### config.mk
export PLATFORM = sky130hd
export DESIGN_NAME = stun_reflexive_address_tracker
export DESIGN_NICKNAME = d
export VERILOG_FILES = /design/src/sv/srat_pkg.sv /design/src/sv/stun_reflexive_address_tracker.sv
export VERILOG_INCLUDE_DIRS = /design/src /design/src/sv
export SDC_FILE = /design/constraint.sdc
export NUM_CORES = 1
export LEC_CHECK = 0
export BUFFER_PORTS_ARGS = -buffer_cell sky130_fd_sc_hd__buf_2
export CAP_MARGIN = 30
export CORE_MARGIN = 1
export CORE_UTILIZATION = 45
export CTS_CLUSTER_SIZE = 40
export DETAILED_ROUTE_END_ITERATION = 10
export GPL_TIMING_DRIVEN = 0
export PLACE_DENSITY = 0.7
export SKIP_CTS_REPAIR_TIMING = 1
export SLEW_MARGIN = 20
export SYNTH_ARGS = -nofsm -noshare
export SYNTH_HDL_FRONTEND = slang
export SYNTH_SLANG_ARGS = --single-unit
### constraint.sdc
create_clock -name aclk -period 5 [get_ports aclk]
set_clock_uncertainty 0.15 [all_clocks]
set_input_delay 0.75 -clock aclk [delete_from_list [all_inputs] [get_ports aclk]]
set_output_delay 0.75 -clock aclk [all_outputs]
set_load 0.03 [all_outputs]
### src/sv/stun_reflexive_address_tracker_assert.svh
// Assertion macros for the STUN reflexive address tracker.
`ifndef STUN_REFLEXIVE_ADDRESS_TRACKER_ASSERT_SVH
`define STUN_REFLEXIVE_ADDRESS_TRACKER_ASSERT_SVH

// Same-cycle implication, checked outside of reset.
`define SRAT_ASSERT_NOW(name, clk, rstn, ante, cons) \
    name: assert property (@(posedge clk) disable iff (!rstn) (ante) |-> (cons)) \
        else $error("tracker assertion failed");

// Next-cycle implication, checked outside of reset.
`define SRAT_ASSERT_NEXT(name, clk, rstn, ante, cons) \
    name: assert property (@(posedge clk) disable iff (!rstn) (ante) |=> (cons)) \
        else $error("tracker assertion failed");

`endif

### src/sv/srat_pkg.sv
// Package with the types and constants of the STUN reflexive address tracker.
package srat_pkg;

    localparam int unsigned ADDR_W  = 48;
    localparam int unsigned LIMIT_W = 8;
    localparam int unsigned CNT_W   = 9;

    localparam logic [LIMIT_W-1:0] LIMIT_RESET = 8'd10;
    localparam logic [CNT_W-1:0]   CNT_MAX     = 9'd511;

    typedef logic [ADDR_W-1:0]  addr_t;
    typedef logic [LIMIT_W-1:0] limit_t;
    typedef logic [CNT_W-1:0]   cnt_t;

    typedef enum logic [0:0] {
        CMD_TICK     = 1'b0,
        CMD_RESPONSE = 1'b1
    } cmd_t;

    typedef enum logic [1:0] {
        CLS_SUCCESS    = 2'd0,
        CLS_ERROR      = 2'd1,
        CLS_REQUEST    = 2'd2,
        CLS_INDICATION = 2'd3
    } rclass_t;

    typedef enum logic [1:0] {
        CHG_NONE   = 2'd0,
        CHG_SET    = 2'd1,
        CHG_UNSET  = 2'd2,
        CHG_CHANGE = 2'd3
    } chg_t;

    typedef enum logic [0:0] {
        MODE_REQUEST    = 1'b0,
        MODE_INDICATION = 1'b1
    } mode_t;

endpackage

### src/sv/stun_reflexive_address_tracker.sv
// Top level of the STUN reflexive address tracker: state, input and result registers.
//
// The tracker follows one STUN server and the server-reflexive address it
// reports. Each input item is either a send tick, which carries the configured
// server address and may start, stop or switch the server or continue the
// keepalive schedule, or a received response, which may set or change the
// learned address. Every item gives exactly one result item that tells whether
// a binding message goes out, of which class, and whether the learned address
// was set, unset or changed, along with the learned address and the server whose
// address was last dropped. The block takes one item per clock cycle without
// gaps while the result side is not held back by m_ready. An accepted item is
// held in the input register and then moves to the result register; the single
// update of the tracker state lies between those two registers. The input
// side keeps accepting while a result waits to be taken, as long as the input
// register is free or moves on in the same cycle. The indication_limit
// register is written through the cfg port, which is always ready, and must
// only be written while no item is in flight. There is no clearing pass after
// reset.
module stun_reflexive_address_tracker (
    input  logic                        aclk,
    input  logic                        aresetn,

    input  logic                        cfg_valid,
    output logic                        cfg_ready,
    input  logic [srat_pkg::LIMIT_W-1:0] cfg_data,

    input  logic                        s_valid,
    output logic                        s_ready,
    input  logic                        s_command,
    input  logic [srat_pkg::ADDR_W-1:0] s_server_address,
    input  logic [1:0]                  s_response_class,
    input  logic                        s_unknown_required_attr,
    input  logic                        s_has_mapped_address,
    input  logic [srat_pkg::ADDR_W-1:0] s_mapped_address,

    output logic                        m_valid,
    input  logic                        m_ready,
    output logic [1:0]                  m_address_change,
    output logic                        m_send_message,
    output logic                        m_message_kind,
    output logic [srat_pkg::ADDR_W-1:0] m_learned_address,
    output logic [srat_pkg::ADDR_W-1:0] m_dropped_server
);

    // Configuration register.
    srat_pkg::limit_t limit_reg;

    // Tracker state.
    srat_pkg::addr_t  cur_server_reg, cur_server_next;
    srat_pkg::addr_t  refl_addr_reg,  refl_addr_next;
    srat_pkg::mode_t  mode_reg,       mode_next;
    srat_pkg::cnt_t   cnt_reg,        cnt_next;
    srat_pkg::addr_t  unset_srv_reg,  unset_srv_next;

    // Input register.
    logic             in_vld_reg;
    srat_pkg::cmd_t   cmd_reg;
    srat_pkg::addr_t  srv_reg;
    srat_pkg::rclass_t rcls_reg;
    logic             unk_reg;
    logic             has_map_reg;
    srat_pkg::addr_t  map_reg;

    // Result register.
    logic             out_vld_reg;
    srat_pkg::chg_t   chg_reg,  chg_next;
    logic             sent_reg, sent_next;
    srat_pkg::mode_t  kind_reg, kind_next;
    srat_pkg::addr_t  learned_reg;
    srat_pkg::addr_t  dropped_reg;

    // The result register can take a new item when it is empty or being drained.
    logic advance;
    logic in_take;
    logic step;

    assign advance   = !out_vld_reg || m_ready;
    assign step      = in_vld_reg && advance;
    assign s_ready   = !in_vld_reg || advance;
    assign in_take   = s_valid && s_ready;
    assign cfg_ready = 1'b1;

    // Keepalive schedule terms for a tick to the tracked server.
    logic             sched_unset;
    srat_pkg::addr_t  sched_refl;
    logic             sched_restart;
    srat_pkg::mode_t  sched_mode;
    srat_pkg::cnt_t   sched_cnt;
    logic             resp_valid;

    always_comb begin
        // A request left unanswered for a full round drops the learned address.
        sched_unset   = (mode_reg == srat_pkg::MODE_REQUEST) && (refl_addr_reg != '0) &&
                        (cnt_reg == {1'b0, limit_reg});
        sched_refl    = sched_unset ? '0 : refl_addr_reg;
        // Fall back to a request when nothing is learned or the indication run is over.
        sched_restart = (sched_refl == '0) ||
                        ((mode_reg == srat_pkg::MODE_INDICATION) &&
                         (cnt_reg >= ({1'b0, limit_reg} + srat_pkg::cnt_t'(1))));
        sched_mode    = sched_restart ? srat_pkg::MODE_REQUEST : mode_reg;
        sched_cnt     = sched_restart ? '0 : cnt_reg;
        if (sched_cnt < srat_pkg::CNT_MAX) begin
            sched_cnt = sched_cnt + srat_pkg::cnt_t'(1);
        end

        resp_valid = (rcls_reg == srat_pkg::CLS_SUCCESS) && !unk_reg && has_map_reg &&
                     (map_reg != '0);
    end

    always_comb begin
        cur_server_next = cur_server_reg;
        refl_addr_next  = refl_addr_reg;
        mode_next       = mode_reg;
        cnt_next        = cnt_reg;
        unset_srv_next  = unset_srv_reg;
        chg_next        = srat_pkg::CHG_NONE;
        sent_next       = 1'b0;
        kind_next       = srat_pkg::MODE_REQUEST;

        if (cmd_reg == srat_pkg::CMD_TICK) begin
            if (cur_server_reg == '0) begin
                if (srv_reg != '0) begin
                    // Start tracking: the first message is always a request.
                    cur_server_next = srv_reg;
                    refl_addr_next  = '0;
                    mode_next       = srat_pkg::MODE_REQUEST;
                    cnt_next        = srat_pkg::cnt_t'(1);
                    sent_next       = 1'b1;
                end
            end else if (srv_reg == '0) begin
                // Stop tracking; the mode is left as it was.
                chg_next        = (refl_addr_reg != '0) ? srat_pkg::CHG_UNSET
                                                        : srat_pkg::CHG_NONE;
                unset_srv_next  = cur_server_reg;
                cur_server_next = '0;
                refl_addr_next  = '0;
                cnt_next        = '0;
            end else if (srv_reg != cur_server_reg) begin
                // Switch servers: report the stop, then send a request to the new one.
                chg_next        = (refl_addr_reg != '0) ? srat_pkg::CHG_UNSET
                                                        : srat_pkg::CHG_NONE;
                unset_srv_next  = cur_server_reg;
                cur_server_next = srv_reg;
                refl_addr_next  = '0;
                mode_next       = srat_pkg::MODE_REQUEST;
                cnt_next        = srat_pkg::cnt_t'(1);
                sent_next       = 1'b1;
            end else begin
                chg_next       = sched_unset ? srat_pkg::CHG_UNSET : srat_pkg::CHG_NONE;
                unset_srv_next = sched_unset ? cur_server_reg : unset_srv_reg;
                refl_addr_next = sched_refl;
                mode_next      = sched_mode;
                cnt_next       = sched_cnt;
                sent_next      = 1'b1;
                kind_next      = sched_mode;
            end
        end else if (resp_valid) begin
            // A good success response switches to indications even with no server.
            mode_next = srat_pkg::MODE_INDICATION;
            if (map_reg != refl_addr_reg) begin
                chg_next       = (refl_addr_reg == '0) ? srat_pkg::CHG_SET
                                                       : srat_pkg::CHG_CHANGE;
                refl_addr_next = map_reg;
            end
        end
    end

    // Control and state registers.
    always_ff @(posedge aclk) begin
        if (!aresetn) begin
            limit_reg      <= srat_pkg::LIMIT_RESET;
            cur_server_reg <= '0;
            refl_addr_reg  <= '0;
            mode_reg       <= srat_pkg::MODE_REQUEST;
            cnt_reg        <= '0;
            unset_srv_reg  <= '0;
            in_vld_reg     <= 1'b0;
            out_vld_reg    <= 1'b0;
        end else begin
            if (cfg_valid && cfg_ready) begin
                limit_reg <= cfg_data;
            end
            if (step) begin
                cur_server_reg <= cur_server_next;
                refl_addr_reg  <= refl_addr_next;
                mode_reg       <= mode_next;
                cnt_reg        <= cnt_next;
                unset_srv_reg  <= unset_srv_next;
            end
            if (s_ready) begin
                in_vld_reg <= s_valid;
            end
            if (advance) begin
                out_vld_reg <= in_vld_reg;
            end
        end
    end

    // Payload registers.
    always_ff @(posedge aclk) begin
        if (in_take) begin
            cmd_reg     <= srat_pkg::cmd_t'(s_command);
            srv_reg     <= s_server_address;
            rcls_reg    <= srat_pkg::rclass_t'(s_response_class);
            unk_reg     <= s_unknown_required_attr;
            has_map_reg <= s_has_mapped_address;
            map_reg     <= s_mapped_address;
        end
        if (step) begin
            chg_reg     <= chg_next;
            sent_reg    <= sent_next;
            kind_reg    <= kind_next;
            learned_reg <= refl_addr_next;
            dropped_reg <= unset_srv_next;
        end
    end

    assign m_valid           = out_vld_reg;
    assign m_address_change  = chg_reg;
    assign m_send_message    = sent_reg;
    assign m_message_kind    = kind_reg;
    assign m_learned_address = learned_reg;
    assign m_dropped_server  = dropped_reg;

`include "stun_reflexive_address_tracker_assert.svh"

    // An indication is only reported with a message that actually goes out.
    `SRAT_ASSERT_NOW(a_kind_needs_send, aclk, aresetn,
        out_vld_reg && (kind_reg == srat_pkg::MODE_INDICATION), sent_reg)

    // An unset always leaves no learned address behind.
    `SRAT_ASSERT_NOW(a_unset_clears, aclk, aresetn,
        out_vld_reg && (chg_reg == srat_pkg::CHG_UNSET), learned_reg == '0)

    // A full pipeline that is stalled at the output must not take a new item.
    `SRAT_ASSERT_NOW(a_no_overrun, aclk, aresetn,
        in_vld_reg && out_vld_reg && !m_ready, !s_ready)

    // A set or change always brings a nonzero learned address.
    `SRAT_ASSERT_NEXT(a_set_nonzero, aclk, aresetn,
        step && ((chg_next == srat_pkg::CHG_SET) || (chg_next == srat_pkg::CHG_CHANGE)),
        learned_reg != '0)

endmodule
==> qor.yml <==
clock_network:
  root_buffer: "clkbuf_16"
  clkSinkCount: 365
  clock_path_buffers: 3
  cts_buffers: 39
  h-tree-depth: 2
  tritoncts: "built"
  clock_latency_ns: 0.54
  clk_pin_slew_ns: 0.06
critical_path:
  criticalPathCategory: "register to register"
  cpPeakStageDelay_ns: 0.68
  worstPathRequired_ns: 5.27
  critPathArrivalTime_ns: 4.34
  cp_cell_sequence: "ha_1 -> nand3_1 -> xor2_1 -> ha_1 -> or4_1 -> a21oi_1 -> a2111oi_0 -> nor4_1 -> and2_1 -> ha_1 -> o2111ai_1 -> or2_2 -> nand3_1 -> o21ai_0 -> a22o_1"
  crit_top_cell: "ha_1"
  cp-start-kind: "register"
  cp_slowest_cell: "nor4_1"
  end_kind: "register"
  crit_fanout: 5
  r2r_slack_ns: 0.92
final_layout:
  syn_to_final_growth_pct: 19.35
  utilization_pct: 54.88
  nets: 1535
  drive_gt1_share_pct: 23.94
logic_synthesis:
  synth-seq-area-share_pct: 61.81
  async_reset_ff_share_pct: 0
  netlist-cell-type-count: 51
  synth_top_area_share_pct: 40.04
  synth_flop_cell: "edfxtp_1"
  syn-num-nets: 1278
  synth_top_cell_by_area: "edfxtp_1"
  synth_area_per_cell_um2: 13.08
  synth-edff-count: 201
  yosys-top-cells-area: "edfxtp_1 (40%), dfxtp_1 (22%), mux2i_1 (10%)"
  ys_ff_latch: 365
  yosys_warnings: 0
  synth_cells: 1153
  synth_area_um2: 15080
die:
  start_util_pct: 45.99
  coreArea_um2: 32780
  dieWidth_um: 185.0
  pin_count: 217
  die_h_um: 185.0
  die-area_um2: 34240
  rows: 66
timing:
  worstMarginPinSlew_ns: 0.7905
  setup_ws_ns: 0.9247
  maxSlewHeadroom_pct: 46.81
  fin_crit_ns: 4.075
  hold_violations: 0
  fin_crit_sh_pct: 81.51
  fmax_ghz: 0.2454
  setup_violations: 0
  rsz0062_at_grt: "false"
  final_max_slew_viol_count: 0
status:
  status: "finished clean"
route:
  wl_um: 36640
  avgViaCountPerCell: 5.350
  avgRoutedWirePerCell_um: 19.44
  drt_iter0_drc: 717
  via_count: 10090
  drtPass1Iterations: 5
  route.detailed.drc: 0
  ant_nets: 0
flow_run:
  drv_cap: 0
global_routing:
  antenna_found_initial: 2
  grt_pass1_wl_um: 55480
  grt_pass1_vias: 9909
  grt-ovfl-total: 0
  grt_use_total_pct: 21.36
  grt_max_degree: 63
power_and_ir_drop:
  switching_share_pct: 23.38
  total_leakage_power_nw: 7.512
  clkPwrFrac_pct: 41.8
  ir_worst_vdd_mv: 0.2364
  p_per_area_nw_per_um2: 366.8
  pwr-share-comb_pct: 7.1
  p_int_mw: 5.056
  power_switching_mw: 1.543
  total_power_mw: 6.600
  p_seq_share_pct: 51.1
placement:
  routabilityCongestion: 0.9094
  portBuffers: 214
  hpwl_um: 26300
  dp_slack_ns: 1.012
hold_path:
  holdCritPathClass: "input pin to register"
==> layer usage <==
layer / GRT usage, % / routed length (um) / vias up
li1: - / - / 4784
met1: 28.94 / 16220 / 4861
met2: 34.09 / 17010 / 377
met3: 3.952 / 2310 / 63
met4: 7.934 / 1100 / 0
met5: 0 / 0 / -
==> final cells by class <==
type | count | area [um^2]
antenna | 2 | 5.005
inverter | 6 | 27.53
clock inverter | 16 | 112.6
multi-input combinational | 728 | 5456
tap | 442 | 553.0
sequential | 365 | 9319
timing repair buffer | 216 | 1126
buffer | 54 | 280.3
clock buffer | 56 | 1112
fill | 2780 | 14790
==> kinds of logic after synthesis <==
kind of cell,share of synthesized area [%]
XOR/XNOR,6.449
adder cells (fa/ha/maj),0.9129
buffers and inverters,2.008
multiplexers,13.68
flip-flops,61.81
AO/OA/AOI/OAI,4.648
other,0.02487
AND/OR/NAND/NOR,10.47
==> placed cells by master (no fill, tap or decap), types with 3 or more instances in the layout <==
cell,Yosys,layout
buf_2,14,228
edfxtp_1,201,201
nor2_1,168,168
dfxtp_1,164,164
mux2i_1,152,152
xor2_1,105,105
nor4_1,74,74
a22o_1,53,53
clkbuf_1,30,42
clkbuf_16,0,41
mux2_2,38,38
nand4_1,21,21
nand2_1,13,13
ha_1,11,11
mux2_1,10,10
nand3_1,10,10
nor3_1,9,9
o21ai_0,9,9
nand2b_1,7,7
xnor2_1,6,6
clkinv_2,0,6
inv_1,6,5
clkinv_1,0,5
buf_4,4,4
inv_6,0,4
a21oi_1,4,4
nor2b_1,3,3
and2_1,4,3
buf_6,3,3
o31ai_1,3,3
clkbuf_8,0,3
==> synth_stat cells (3+ instances only) <==
cell type	number
nand4_1	21
buf_2	14
and2_1	4
mux2_1	10
nor2_1	168
edfxtp_1	201
mux2_2	38
nand2_1	13
buf_6	3
nor2b_1	3
a21oi_1	4
nor4_1	74
nor3_1	9
xor2_1	105
o21ai_0	9
mux2i_1	152
ha_1	11
clkbuf_1	30
nand3_1	10
dfxtp_1	164
xnor2_1	6
o31ai_1	3
inv_1	6
nand2b_1	7
buf_4	4
a22o_1	53
==> stage by stage <==
| stage | hold slack [ns] | std cells | area [um^2] | setup TNS [ns] |
|---|---|---|---|---|
| after floorplan | 0.3027 | 1153 | 15080 | 0 |
| after global placement | 0.3155 | 1809 | 16700 | -38.20 |
| after detailed placement | 0.3264 | 1811 | 16760 | 0 |
| after CTS | 0.2183 | 1883 | 17990 | 0 |
| after global routing | 0.2214 | 1883 | 17990 | 0 |
| final | 0.2359 | 1885 | 17990 | 0 |
==> power groups by stage <==
stage               sequential [mW]  combinational, mW  clock [mW]
floorplan                      3.46              0.250           0
detailed placement             3.43              0.469           0
CTS                            3.37              0.472        2.81
global placement               3.44              0.456           0
global route                   3.38              0.505        2.92
finish                         3.37              0.469        2.76
==> critical path: cells and delay by family (launching register included) <==
family,cells,cell delay [ns]
compound gates,5,0.69
xor+xnor,1,0.17
fa+ha+maj,3,0.61
flops,1,0.40
simple gates,6,1.94
==> final timing paths <==
path	cells after the start	endpoint	startpoint
max	15	cnt_reg[6]$_SDFFE_PN0P_	limit_reg[1]$_SDFFE_PN1P_
min	1	srv_reg[15]$_DFFE_PP_	s_server_address[15]
max reg2reg	15	cnt_reg[6]$_SDFFE_PN0P_	limit_reg[1]$_SDFFE_PN1P_
min reg2reg	2	unset_srv_reg[23]$_SDFFE_PN0P_	unset_srv_reg[23]$_SDFFE_PN0P_
Note: power is estimated with default switching activity, not from simulation.
